### src/design/evsu_pkg.sv
package evsu_pkg;

    localparam int MAX_CHUNK_SAMPLES = 2048;

    localparam int SAMPLE_W = 16;
    localparam int MAG_W    = SAMPLE_W + 1;
    localparam int THR_W    = 16;
    localparam int RUN_W    = 6;
    localparam int BYTES_W  = 19;
    localparam int SUM_W    = 27;
    localparam int CNT_W    = $clog2(MAX_CHUNK_SAMPLES + 1);
    localparam int PROD_W   = THR_W + CNT_W;
    localparam int CMP_W    = (PROD_W > SUM_W + 1) ? PROD_W : SUM_W + 1;
    localparam int CFG_IDX_W  = 3;
    localparam int CFG_DATA_W = BYTES_W;

    localparam logic [SUM_W-1:0] SUM_MAX = {SUM_W{1'b1}};
    localparam logic [RUN_W-1:0] RUN_MAX = {RUN_W{1'b1}};

    localparam logic [CFG_IDX_W-1:0] REG_QUIET_LEVEL           = 3'd0;
    localparam logic [CFG_IDX_W-1:0] REG_SILENT_CHUNKS_TO_STOP = 3'd1;
    localparam logic [CFG_IDX_W-1:0] REG_VAD_ENABLE            = 3'd2;
    localparam logic [CFG_IDX_W-1:0] REG_WARMUP_BYTES          = 3'd3;
    localparam logic [CFG_IDX_W-1:0] REG_MAX_RECORD_BYTES      = 3'd4;

    localparam logic [THR_W-1:0]   RST_QUIET_LEVEL           = 16'd800;
    localparam logic [RUN_W-1:0]   RST_SILENT_CHUNKS_TO_STOP = 6'd40;
    localparam logic               RST_VAD_ENABLE            = 1'b1;
    localparam logic [BYTES_W-1:0] RST_WARMUP_BYTES          = 19'd16000;
    localparam logic [BYTES_W-1:0] RST_MAX_RECORD_BYTES      = 19'd320000;

    typedef enum logic [1:0] {
        STOP_NONE    = 2'd0,
        STOP_SILENCE = 2'd1,
        STOP_LIMIT   = 2'd2
    } stop_reason_t;

    typedef struct packed {
        logic [THR_W-1:0]   quiet_level;
        logic [RUN_W-1:0]   silent_chunks_to_stop;
        logic               vad_enable;
        logic [BYTES_W-1:0] warmup_bytes;
        logic [BYTES_W-1:0] max_record_bytes;
    } cfg_t;

    typedef struct packed {
        logic signed [SAMPLE_W-1:0] sample;
        logic                       chunk_end;
        logic                       start_new;
    } in_beat_t;

    typedef struct packed {
        logic               chunk_checked;
        logic               chunk_silent;
        logic [RUN_W-1:0]   silent_run;
        stop_reason_t       stop_reason;
        logic [BYTES_W-1:0] recorded_bytes;
    } result_t;

endpackage

### src/design/evsu_if.sv
interface evsu_in_if;
    logic                                  valid;
    logic                                  ready;
    logic signed [evsu_pkg::SAMPLE_W-1:0]  sample;
    logic                                  chunk_end;
    logic                                  start_new;

    modport source (output valid, output sample, output chunk_end, output start_new,
                    input ready);
    modport sink (input valid, input sample, input chunk_end, input start_new,
                  output ready);
endinterface

interface evsu_out_if;
    logic                              valid;
    logic                              ready;
    logic                              chunk_checked;
    logic                              chunk_silent;
    logic [evsu_pkg::RUN_W-1:0]        silent_run;
    logic [1:0]                        stop_reason;
    logic [evsu_pkg::BYTES_W-1:0]      recorded_bytes;

    modport source (output valid, output chunk_checked, output chunk_silent,
                    output silent_run, output stop_reason, output recorded_bytes,
                    input ready);
    modport sink (input valid, input chunk_checked, input chunk_silent,
                  input silent_run, input stop_reason, input recorded_bytes,
                  output ready);
endinterface

### src/design/energy_vad_silence_stop_unit.sv
// Energy-based voice activity detector that ends a recording on silence. One sample beat
// is taken every clock cycle while the result side keeps up; a sample passes an input
// register, then combinational accumulate, limit check and silence test (one 16 x 12
// multiply against the chunk sum), and a result beat is held in the output register. A
// result beat comes only for a closed chunk (chunk end, full chunk of 2048 samples, or
// byte limit); after a stop, samples are dropped until a beat with start_new.
// Configuration writes take effect on the next cycle and belong between recordings or
// while no beat is pending.
module energy_vad_silence_stop_unit (
    input  logic                              clk,
    input  logic                              rst_n,
    input  logic                              cfg_we,
    input  logic [evsu_pkg::CFG_IDX_W-1:0]    cfg_index,
    input  logic [evsu_pkg::CFG_DATA_W-1:0]   cfg_data,
    evsu_in_if.sink                           samples,
    evsu_out_if.source                        results
);

    evsu_pkg::cfg_t     cfg;
    evsu_pkg::in_beat_t in_beat_reg;
    logic               in_valid_reg;
    logic               in_valid_next;
    logic               advance;
    logic               res_valid;
    evsu_pkg::result_t  res;
    evsu_pkg::result_t  out_reg;
    logic               out_valid_reg;
    logic               out_valid_next;

    evsu_cfg_regs u_cfg (
        .clk       (clk),
        .rst_n     (rst_n),
        .cfg_we    (cfg_we),
        .cfg_index (cfg_index),
        .cfg_data  (cfg_data),
        .cfg       (cfg)
    );

    evsu_core u_core (
        .clk       (clk),
        .rst_n     (rst_n),
        .cfg       (cfg),
        .fire      (advance),
        .beat      (in_beat_reg),
        .res_valid (res_valid),
        .res       (res)
    );

    assign advance       = in_valid_reg && (!out_valid_reg || results.ready);
    assign samples.ready = !in_valid_reg || advance;

    always_comb
    begin
        in_valid_next = in_valid_reg;
        if (samples.ready)
            in_valid_next = samples.valid;

        out_valid_next = out_valid_reg;
        if (advance && res_valid)
            out_valid_next = 1'b1;
        else if (results.ready)
            out_valid_next = 1'b0;
    end

    always_ff @(posedge clk or negedge rst_n)
    begin
        if (!rst_n)
        begin
            in_valid_reg  <= 1'b0;
            out_valid_reg <= 1'b0;
        end
        else
        begin
            in_valid_reg  <= in_valid_next;
            out_valid_reg <= out_valid_next;
        end
    end

    // payload registers
    always_ff @(posedge clk)
    begin
        if (samples.ready && samples.valid)
        begin
            in_beat_reg.sample    <= samples.sample;
            in_beat_reg.chunk_end <= samples.chunk_end;
            in_beat_reg.start_new <= samples.start_new;
        end
        if (advance && res_valid)
            out_reg <= res;
    end

    assign results.valid          = out_valid_reg;
    assign results.chunk_checked  = out_reg.chunk_checked;
    assign results.chunk_silent   = out_reg.chunk_silent;
    assign results.silent_run     = out_reg.silent_run;
    assign results.stop_reason    = out_reg.stop_reason;
    assign results.recorded_bytes = out_reg.recorded_bytes;

endmodule

### src/design/evsu_cfg_regs.sv
module evsu_cfg_regs (
    input  logic                              clk,
    input  logic                              rst_n,
    input  logic                              cfg_we,
    input  logic [evsu_pkg::CFG_IDX_W-1:0]    cfg_index,
    input  logic [evsu_pkg::CFG_DATA_W-1:0]   cfg_data,
    output evsu_pkg::cfg_t                    cfg
);

    evsu_pkg::cfg_t cfg_reg;
    evsu_pkg::cfg_t cfg_next;

    always_comb
    begin
        cfg_next = cfg_reg;
        if (cfg_we)
        begin
            case (cfg_index)
                evsu_pkg::REG_QUIET_LEVEL:
                    cfg_next.quiet_level = cfg_data[evsu_pkg::THR_W-1:0];
                evsu_pkg::REG_SILENT_CHUNKS_TO_STOP:
                    cfg_next.silent_chunks_to_stop = cfg_data[evsu_pkg::RUN_W-1:0];
                evsu_pkg::REG_VAD_ENABLE:
                    cfg_next.vad_enable = cfg_data[0];
                evsu_pkg::REG_WARMUP_BYTES:
                    cfg_next.warmup_bytes = cfg_data[evsu_pkg::BYTES_W-1:0];
                evsu_pkg::REG_MAX_RECORD_BYTES:
                    cfg_next.max_record_bytes = cfg_data[evsu_pkg::BYTES_W-1:0];
                default:
                    cfg_next = cfg_reg;
            endcase
        end
    end

    always_ff @(posedge clk or negedge rst_n)
    begin
        if (!rst_n)
        begin
            cfg_reg.quiet_level           <= evsu_pkg::RST_QUIET_LEVEL;
            cfg_reg.silent_chunks_to_stop <= evsu_pkg::RST_SILENT_CHUNKS_TO_STOP;
            cfg_reg.vad_enable            <= evsu_pkg::RST_VAD_ENABLE;
            cfg_reg.warmup_bytes          <= evsu_pkg::RST_WARMUP_BYTES;
            cfg_reg.max_record_bytes      <= evsu_pkg::RST_MAX_RECORD_BYTES;
        end
        else
        begin
            cfg_reg <= cfg_next;
        end
    end

    assign cfg = cfg_reg;

endmodule

### src/design/evsu_core.sv
module evsu_core (
    input  logic                 clk,
    input  logic                 rst_n,
    input  evsu_pkg::cfg_t       cfg,
    input  logic                 fire,
    input  evsu_pkg::in_beat_t   beat,
    output logic                 res_valid,
    output evsu_pkg::result_t    res
);

    logic [evsu_pkg::SUM_W-1:0]   sum_reg,     sum_next;
    logic [evsu_pkg::CNT_W-1:0]   cnt_reg,     cnt_next;
    logic [evsu_pkg::BYTES_W-1:0] pos_reg,     pos_next;
    logic [evsu_pkg::RUN_W-1:0]   run_reg,     run_next;
    logic                         stopped_reg, stopped_next;

    logic [evsu_pkg::SUM_W-1:0]   base_sum;
    logic [evsu_pkg::CNT_W-1:0]   base_cnt;
    logic [evsu_pkg::BYTES_W-1:0] base_pos;
    logic [evsu_pkg::RUN_W-1:0]   base_run;
    logic                         base_stopped;

    logic [evsu_pkg::MAG_W-1:0]   mag;
    logic [evsu_pkg::SUM_W:0]     sum_wide;
    logic [evsu_pkg::SUM_W-1:0]   sum_new;
    logic [evsu_pkg::CNT_W-1:0]   cnt_new;
    logic [evsu_pkg::BYTES_W:0]   end_raw;
    logic [evsu_pkg::BYTES_W-1:0] end_pos;
    logic                         limit_hit;
    logic                         close;
    logic                         checked;
    logic                         silent;
    logic [evsu_pkg::PROD_W-1:0]  prod;
    logic [evsu_pkg::RUN_W-1:0]   run_new;
    evsu_pkg::stop_reason_t       reason;
    logic [evsu_pkg::BYTES_W-1:0] pos_new;

    always_comb
    begin
        // start request clears the recording before this sample
        if (beat.start_new)
        begin
            base_sum     = '0;
            base_cnt     = '0;
            base_pos     = '0;
            base_run     = '0;
            base_stopped = 1'b0;
        end
        else
        begin
            base_sum     = sum_reg;
            base_cnt     = cnt_reg;
            base_pos     = pos_reg;
            base_run     = run_reg;
            base_stopped = stopped_reg;
        end

        if (beat.sample[evsu_pkg::SAMPLE_W-1])
            mag = evsu_pkg::MAG_W'(~beat.sample) + evsu_pkg::MAG_W'(1);
        else
            mag = evsu_pkg::MAG_W'(beat.sample);

        sum_wide = {1'b0, base_sum} + (evsu_pkg::SUM_W + 1)'(mag);
        if (sum_wide > (evsu_pkg::SUM_W + 1)'(evsu_pkg::SUM_MAX))
            sum_new = evsu_pkg::SUM_MAX;
        else
            sum_new = sum_wide[evsu_pkg::SUM_W-1:0];

        cnt_new = base_cnt + evsu_pkg::CNT_W'(1);

        end_raw = {1'b0, base_pos} + (evsu_pkg::BYTES_W + 1)'({cnt_new, 1'b0});
        if (base_pos >= cfg.max_record_bytes)
        begin
            limit_hit = 1'b1;
            end_pos   = base_pos;
        end
        else if (end_raw >= {1'b0, cfg.max_record_bytes})
        begin
            limit_hit = 1'b1;
            end_pos   = cfg.max_record_bytes;
        end
        else
        begin
            limit_hit = 1'b0;
            end_pos   = end_raw[evsu_pkg::BYTES_W-1:0];
        end

        close = beat.chunk_end || limit_hit
              || (cnt_new == evsu_pkg::CNT_W'(evsu_pkg::MAX_CHUNK_SAMPLES));

        checked = cfg.vad_enable && (base_pos > cfg.warmup_bytes);
        prod    = evsu_pkg::PROD_W'(cfg.quiet_level) * evsu_pkg::PROD_W'(cnt_new);
        silent  = checked && (evsu_pkg::CMP_W'(sum_new) < evsu_pkg::CMP_W'(prod));

        if (!checked)
            run_new = base_run;
        else if (!silent)
            run_new = '0;
        else if (base_run < evsu_pkg::RUN_MAX)
            run_new = base_run + evsu_pkg::RUN_W'(1);
        else
            run_new = base_run;

        // silence stop wins over the limit and drops the chunk
        if (silent && (run_new >= cfg.silent_chunks_to_stop))
            reason = evsu_pkg::STOP_SILENCE;
        else if (limit_hit)
            reason = evsu_pkg::STOP_LIMIT;
        else
            reason = evsu_pkg::STOP_NONE;

        pos_new = (reason == evsu_pkg::STOP_SILENCE) ? base_pos : end_pos;

        sum_next     = sum_reg;
        cnt_next     = cnt_reg;
        pos_next     = pos_reg;
        run_next     = run_reg;
        stopped_next = stopped_reg;
        if (fire)
        begin
            sum_next     = base_sum;
            cnt_next     = base_cnt;
            pos_next     = base_pos;
            run_next     = base_run;
            stopped_next = base_stopped;
            if (!base_stopped)
            begin
                if (close)
                begin
                    sum_next     = '0;
                    cnt_next     = '0;
                    pos_next     = pos_new;
                    run_next     = run_new;
                    stopped_next = (reason != evsu_pkg::STOP_NONE);
                end
                else
                begin
                    sum_next = sum_new;
                    cnt_next = cnt_new;
                end
            end
        end

        res_valid          = fire && !base_stopped && close;
        res.chunk_checked  = checked;
        res.chunk_silent   = silent;
        res.silent_run     = run_new;
        res.stop_reason    = reason;
        res.recorded_bytes = pos_new;
    end

    always_ff @(posedge clk or negedge rst_n)
    begin
        if (!rst_n)
        begin
            sum_reg     <= '0;
            cnt_reg     <= '0;
            pos_reg     <= '0;
            run_reg     <= '0;
            stopped_reg <= 1'b0;
        end
        else
        begin
            sum_reg     <= sum_next;
            cnt_reg     <= cnt_next;
            pos_reg     <= pos_next;
            run_reg     <= run_next;
            stopped_reg <= stopped_next;
        end
    end

endmodule

### src/flat_wrapper.sv
// flat-port wrapper written by rule: the top's interface ports become plain ports
module energy_vad_silence_stop_unit_flat 
  (clk, rst_n, cfg_we, cfg_index, cfg_data, samples_valid, samples_sample, samples_chunk_end, samples_start_new, samples_ready, results_valid, results_chunk_checked, results_chunk_silent, results_silent_run, results_stop_reason, results_recorded_bytes, results_ready);
  evsu_in_if samples_i ();
  evsu_out_if results_i ();
  input  logic clk;
  input  logic rst_n;
  input  logic cfg_we;
  input  logic [evsu_pkg::CFG_IDX_W-1:0] cfg_index;
  input  logic [evsu_pkg::CFG_DATA_W-1:0] cfg_data;
  input wire logic [$bits(samples_i.valid)-1:0] samples_valid;
  input wire logic [$bits(samples_i.sample)-1:0] samples_sample;
  input wire logic [$bits(samples_i.chunk_end)-1:0] samples_chunk_end;
  input wire logic [$bits(samples_i.start_new)-1:0] samples_start_new;
  output wire logic [$bits(samples_i.ready)-1:0] samples_ready;
  output wire logic [$bits(results_i.valid)-1:0] results_valid;
  output wire logic [$bits(results_i.chunk_checked)-1:0] results_chunk_checked;
  output wire logic [$bits(results_i.chunk_silent)-1:0] results_chunk_silent;
  output wire logic [$bits(results_i.silent_run)-1:0] results_silent_run;
  output wire logic [$bits(results_i.stop_reason)-1:0] results_stop_reason;
  output wire logic [$bits(results_i.recorded_bytes)-1:0] results_recorded_bytes;
  input wire logic [$bits(results_i.ready)-1:0] results_ready;
  assign samples_i.valid = samples_valid;
  assign samples_i.sample = samples_sample;
  assign samples_i.chunk_end = samples_chunk_end;
  assign samples_i.start_new = samples_start_new;
  assign samples_ready = samples_i.ready;
  assign results_valid = results_i.valid;
  assign results_chunk_checked = results_i.chunk_checked;
  assign results_chunk_silent = results_i.chunk_silent;
  assign results_silent_run = results_i.silent_run;
  assign results_stop_reason = results_i.stop_reason;
  assign results_recorded_bytes = results_i.recorded_bytes;
  assign results_i.ready = results_ready;
  energy_vad_silence_stop_unit u_core (.clk(clk), .rst_n(rst_n), .cfg_we(cfg_we), .cfg_index(cfg_index), .cfg_data(cfg_data), .samples(samples_i), .results(results_i));
endmodule
### config.mk
export PLATFORM = sky130hd
export DESIGN_NAME = energy_vad_silence_stop_unit_flat
export DESIGN_NICKNAME = d
export VERILOG_FILES = /design/src/design/evsu_pkg.sv /design/src/design/evsu_if.sv /design/src/design/energy_vad_silence_stop_unit.sv /design/src/design/evsu_cfg_regs.sv /design/src/design/evsu_core.sv /design/src/flat_wrapper.sv
export SDC_FILE = /design/constraint.sdc
export NUM_CORES = 1
export LEC_CHECK = 0
export BUFFER_PORTS_ARGS = -buffer_cell sky130_fd_sc_hd__clkbuf_2
export CORE_UTILIZATION = 35
export CTS_CLUSTER_DIAMETER = 120
export DETAILED_ROUTE_END_ITERATION = 6
export RECOVER_POWER = 25
export SETUP_SLACK_MARGIN = 0.4
export SLEW_MARGIN = 30
export SYNTH_ARGS = -nofsm -noshare
export SYNTH_HDL_FRONTEND = slang
export SYNTH_HIERARCHICAL = 1
export SYNTH_SLANG_ARGS = --single-unit
### constraint.sdc
create_clock -name clk -period 30.5 [get_ports clk]
set_input_delay 6.1 -clock clk [delete_from_list [all_inputs] [get_ports clk]]
set_output_delay 6.1 -clock clk [all_outputs]
set_load 0.01 [all_outputs]
After elaboration in Yosys (flattened, before gate mapping)
Index checks and enable logic that the tools add are counted.
{ "op_classes": {"n_addsub": 5, "n_mul": 1, "magnitude_cmp": 7, "n_eq_ne": 6, "n_mux": 29, "bitwise_logic": 1, "n_reduce_logical": 23} }
{ "op_table": {"columns": ["cell", "n"], "rows": [
  ["$mux 19", 6],
  ["$mux 27", 4],
  ["$mux 12", 3],
  ["$mux 6", 6],
  ["$add 27x17->28", 1],
  ["$gt 28x27->1 const B", 1],
  ["$lt 27x28->1", 1],
  ["$mul 16x12->28", 1],
  ["$add 19x13->20", 1],
  ["$ge 20x19->1", 1],
  ["$ge 19x19->1", 1],
  ["$gt 19x19->1", 1],
  ["$add 17x2->17 const B", 1],
  ["$mux 17", 1],
  ["$not 16->17", 1],
  ["$add 12x1->12 const B", 1],
  ["$eq 12x12->1 const B", 1],
  ["$reduce_and 2->1", 5],
  ["$logic_and 1x1->1", 8],
  ["$mux 1", 7],
  ["$add 6x1->6 const B", 1],
  ["$eq 3x2->1 const B", 2],
  ["$ge 6x6->1", 1],
  ["$lt 6x6->1 const B", 1],
  ["8 further kinds", 15]
]} }
{ "word_totals": {"ff_bits": 175, "input_bits": 45, "elab_cells": 92} }

Longest topological paths before layout
{ "logic_depth": {"ltp_word": 17, "ltp_mapped": 57} }

Modules after synthesis
Netlist, hierarchy kept.
{ "by_module_without_submodules": {"columns": ["mod", "n_inst", "cells_per_inst", "area_each_um2", "seq_area_each_um2"], "rows": [
  ["evsu_core", 1, 1770, 14209.9, 1626.6],
  ["evsu_cfg_regs", 1, 133, 2344.7, 1547.7],
  ["energy_vad_silence_stop_unit", 1, 57, 1520.2, 1461.4]
]} }

Worst setup path after synthesis
OpenSTA, ideal clock, no wires.
{ "synth_path": {"kind": "input port to output port", "startpoint": "input results_ready", "endpoint": "output samples_ready", "arrival_ns": 6.251, "path_slack_ns": 18.149, "path_stages": 1, "cell_sequence": "nand3b_4"} }
{ "synth_between": {"elab_chain_len": 3} }
{ "synth_lines": {"columns": ["item", "line_no", "rtl"], "rows": [
  ["start: declaration", "flat_wrapper.sv:22", "input wire logic [$bits(results_i.ready)-1:0] results_ready;"],
  ["$logic_or 1x1->1", "energy_vad_silence_stop_unit.sv:49", "assign advance = in_valid_reg && (!out_valid_reg || results.ready);"],
  ["$logic_and 1x1->1", "energy_vad_silence_stop_unit.sv:49", null],
  ["$logic_or 1x1->1", "energy_vad_silence_stop_unit.sv:50", "assign samples.ready = !in_valid_reg || advance;"],
  ["end: declaration", "flat_wrapper.sv:15", "output wire logic [$bits(samples_i.ready)-1:0] samples_ready;"]
]} }
Every way passes these cells.

==> impl_metrics.py <==
metrics = {
    "setup_path": {
        "worstPathRequired_ns": 30.86,
        "crit_path_end_kind": "flip-flop",
        "path_common_cell": "o21ai_0",
        "start_kind": "flip-flop",
        "worst-path-buf-inv": 6,
        "reg2reg_depth": 49,
        "crit_cells": 49,
        "path_class": "flip-flop to flip-flop",
        "r2r_setup_slack_ns": 15.17,
        "crit_arrival_ns": 15.69,
        "critPathMaxFanout": 62,
        "cp_slowest_cell": "clkbuf_1",
        "rr_startpoint": "u_core/in_beat_reg[0]$_DFFE_PP_",
        "reg2reg_to": "u_core/u_core/pos_reg[14]$_DFFE_PN0P_",
        "max_stage_delay_ns": 2.29,
        "critical-path-top-delay-family": "compound AO/OA/AOI/OAI gates",
    },
    "global_routing": {
        "grt_pass1_vias": 14300,
        "grt_pass1_wl_mm": 76.2,
        "overflow": 0,
        "grt_max_degree": 68,
        "antenna_found_initial": 1,
        "grt_usage": 0.182,
    },
    "timing": {
        "maxSlewViolCount": 131,
        "fin_crit_sh": 0.503,
        "setup_viol_count_final": 0,
        "clock_skew_ns": 0.0128,
        "max_slew_margin": -1.58,
        "fin_ws_ns": 15.17,
        "final.setup.tns_ns": 0,
        "final-hold-violation-count": 0,
        "worst_slew_pin_slew_ns": 3.87,
        "max_freq_mhz": 65.2,
        "post-route-min-period_ns": 15.33,
        "rsz0062_at_grt": "false",
    },
    "logic_synthesis": {
        "synth_edf_count": 47,
        "netlist.top_cell.by_area": "fa_1",
        "synth_cell_types": 84,
        "ys.flop_type": "dfrtp_1",
        "synth_seq_area_share": 0.256,
        "ys_warn_count": 6,
        "mappedNetlistArea_mm2": 0.0181,
        "syn-mean-instance-area_um2": 9.22,
        "synth_fp_nets": 2334,
        "postSynthCellCount": 1960,
        "synth-seq-cells": 175,
        "ys_async_sr_fraction": 0.731,
        "netlist.area_leader.share": 0.157,
        "synth.area.top_cells": "fa_1, dfrtp_1, ha_1, edfxtp_1, inv_1",
    },
    "layout": {
        "syn2layout_area_growth_pct": 9.41,
        "n_antenna_cell": 0,
        "drive_gt1_frac": 0.116,
        "final_cell_mix": "inv_1, nand2_1, ha_1",
        "stdcell_count": 2686,
        "final_common_cell": "inv_1",
        "largest_register_ffs": 61,
        "finalNetCount": 2375,
    },
    "floorplan": {
        "die_h_um": 229,
        "die_w_um": 229,
        "dieArea_mm2": 0.0526,
        "row_count": 82,
        "core_area_mm2": 0.0506,
        "ioPinCount": 76,
        "start_util": 0.357,
    },
    "clocking": {
        "clk_latency_ns": 0.45,
        "ctsRootBufferMaster": "clkbuf_16",
        "cts.sinks": 175,
        "numCtsBuffers": 17,
        "path_clk_slew_ns": 0.08,
        "postCtsHoldBufs": 0,
        "cts-resized-gates": 0,
        "clk_path_buf_depth": 2,
        "cts_tree": "built",
        "htreeDepth": 4,
        "cts_setup_buffers": 0,
    },
    "status": {
        "violations": "capacitance limit, slew limit",
        "status": "finished with violations",
    },
    "placed_design": {
        "place_ws_ns": 16.95,
        "gp_congestion": 0.894,
        "numPlacedInstances": 2654,
        "dp_hpwl_mm": 35.9,
        "port_buffers": 75,
    },
    "flow_run": {
        "drv_cap": 2,
    },
    "power": {
        "ir_drop_mv": 0.0313,
        "finalPower_mw": 0.844,
        "p_leak_nw": 9.63,
        "p_per_area_mw_per_mm2": 42.7,
    },
    "routing": {
        "vias": 14200,
        "via_per_inst": 5.27,
        "first_pass_iters": 5,
        "antenna_left": 0,
        "wl_per_cell_um": 17.5,
        "drt_wl_total_mm": 47.1,
        "drtIter0Drc": 882,
        "drc": 0,
    },
    "min_path": {
        "hold_path_depth": 2,
        "min_to": "u_core/u_core/sum_reg[0]$_DFFE_PN0P_",
        "min_from": "u_core/u_core/sum_reg[0]$_DFFE_PN0P_",
        "hold_class": "flip-flop to flip-flop",
    },
}
## per-stage QoR
stage          instance area, µm²  hold WS [ns]  utilization
2_1_floorplan               18100         0.441            -
3_3_place_gp                19100         0.464        0.378
3_5_place_dp                19200         0.468        0.379
4_1_cts                     19800         0.488        0.391
5_1_grt                     19800         0.496        0.391
6_report                    19800         0.488        0.391
## layout make-up
| cell class | count | area (µm²) |
|---|---|---|
| Multi-Input combinational cell | 1428 | 12100 |
| Tap cell | 672 | 841 |
| Inverter | 284 | 1070 |
| Clock buffer | 20 | 489 |
| Sequential cell | 175 | 4640 |
| Timing Repair Buffer | 95 | 522 |
| Fill cell | 5072 | 30800 |
| Clock inverter | 12 | 131 |
## routing by layer
layer  vias to the layer above  part of all wire  track usage
met2                       347              0.48        0.299
met4                         0             0.023       0.0540
li1                       6669                 -            -
met3                        69             0.046       0.0299
met1                      7067              0.45        0.246
met5                         -                 0            0
## cell usage after synthesis, types with 4 or more instances
cell       count
a211o_1       10
a211oi_1      12
a21o_1        29
a21oi_1       89
a22o_1        31
a31oi_1        4
a41oi_1        4
and2_1        73
and3_1        13
and4_1         5
buf_2         10
buf_4          6
buf_6          4
clkbuf_1      51
dfrtp_1      111
dfstp_2       17
edfxtp_1      47
fa_1         142
ha_1         187
inv_1        283
mux2_2        62
mux2i_1       16
nand2_1      236
nand2b_1      13
nand3_1       33
nand4_1       17
nor2_1        86
nor2b_1       41
nor3_1        23
nor3b_1        5
nor4_1         7
o211ai_1       8
o21a_1        20
o21ai_0       68
o21ai_1        5
o21bai_1       7
o2bb2ai_1     11
o31ai_1        9
o41ai_1        4
or2_2         10
or3_1         13
xnor2_1       52
xor2_1        24
## worst max-delay path by stage
stage / from / end / slack, ns
final: u_core/in_beat_reg[0]$_DFFE_PP_ / u_core/u_core/pos_reg[14]$_DFFE_PN0P_ / 15.17
after global routing: u_core/in_beat_reg[0]$_DFFE_PP_ / u_core/u_core/pos_reg[14]$_DFFE_PN0P_ / 14.17
after CTS: u_core/in_beat_reg[0]$_DFFE_PP_ / u_core/u_core/pos_reg[14]$_DFFE_PN0P_ / 16.89
after detailed placement: u_core/in_beat_reg[0]$_DFFE_PP_ / u_core/u_core/pos_reg[13]$_DFFE_PN0P_ / 16.95
after global placement: u_core/in_beat_reg[0]$_DFFE_PP_ / u_core/u_core/pos_reg[14]$_DFFE_PN0P_ / 17.36
after floorplan: results_ready / samples_ready / 18.15
## where the power goes
group          leakage (nW)  internal, mW  total [mW]  switching [mW]
clock network         0.302         0.121       0.229           0.108
logic                  7.26         0.126       0.300           0.174
registers              2.07         0.275       0.314          0.0396
total                  9.63         0.522       0.844           0.322
## tightest hold or removal path, stage by stage, from the launching register on
cell and delay [ns]:
dfrtp_1 0.34, nand2_1 0.05, o31ai_1 0.06
## cells by family after synthesis
kind of cell | after synthesis | synth area share
AND/OR/NAND/NOR | 593 | 0.162
multiplexers | 78 | 0.0475
AO/OA/AOI/OAI | 351 | 0.132
flip-flops | 175 | 0.256
XOR/XNOR | 76 | 0.0368
buffers and inverters | 357 | 0.0777
adder cells (fa/ha/maj) | 329 | 0.287
other | 1 | 0.000207
Note: power is estimated with default switching activity, not from simulation.
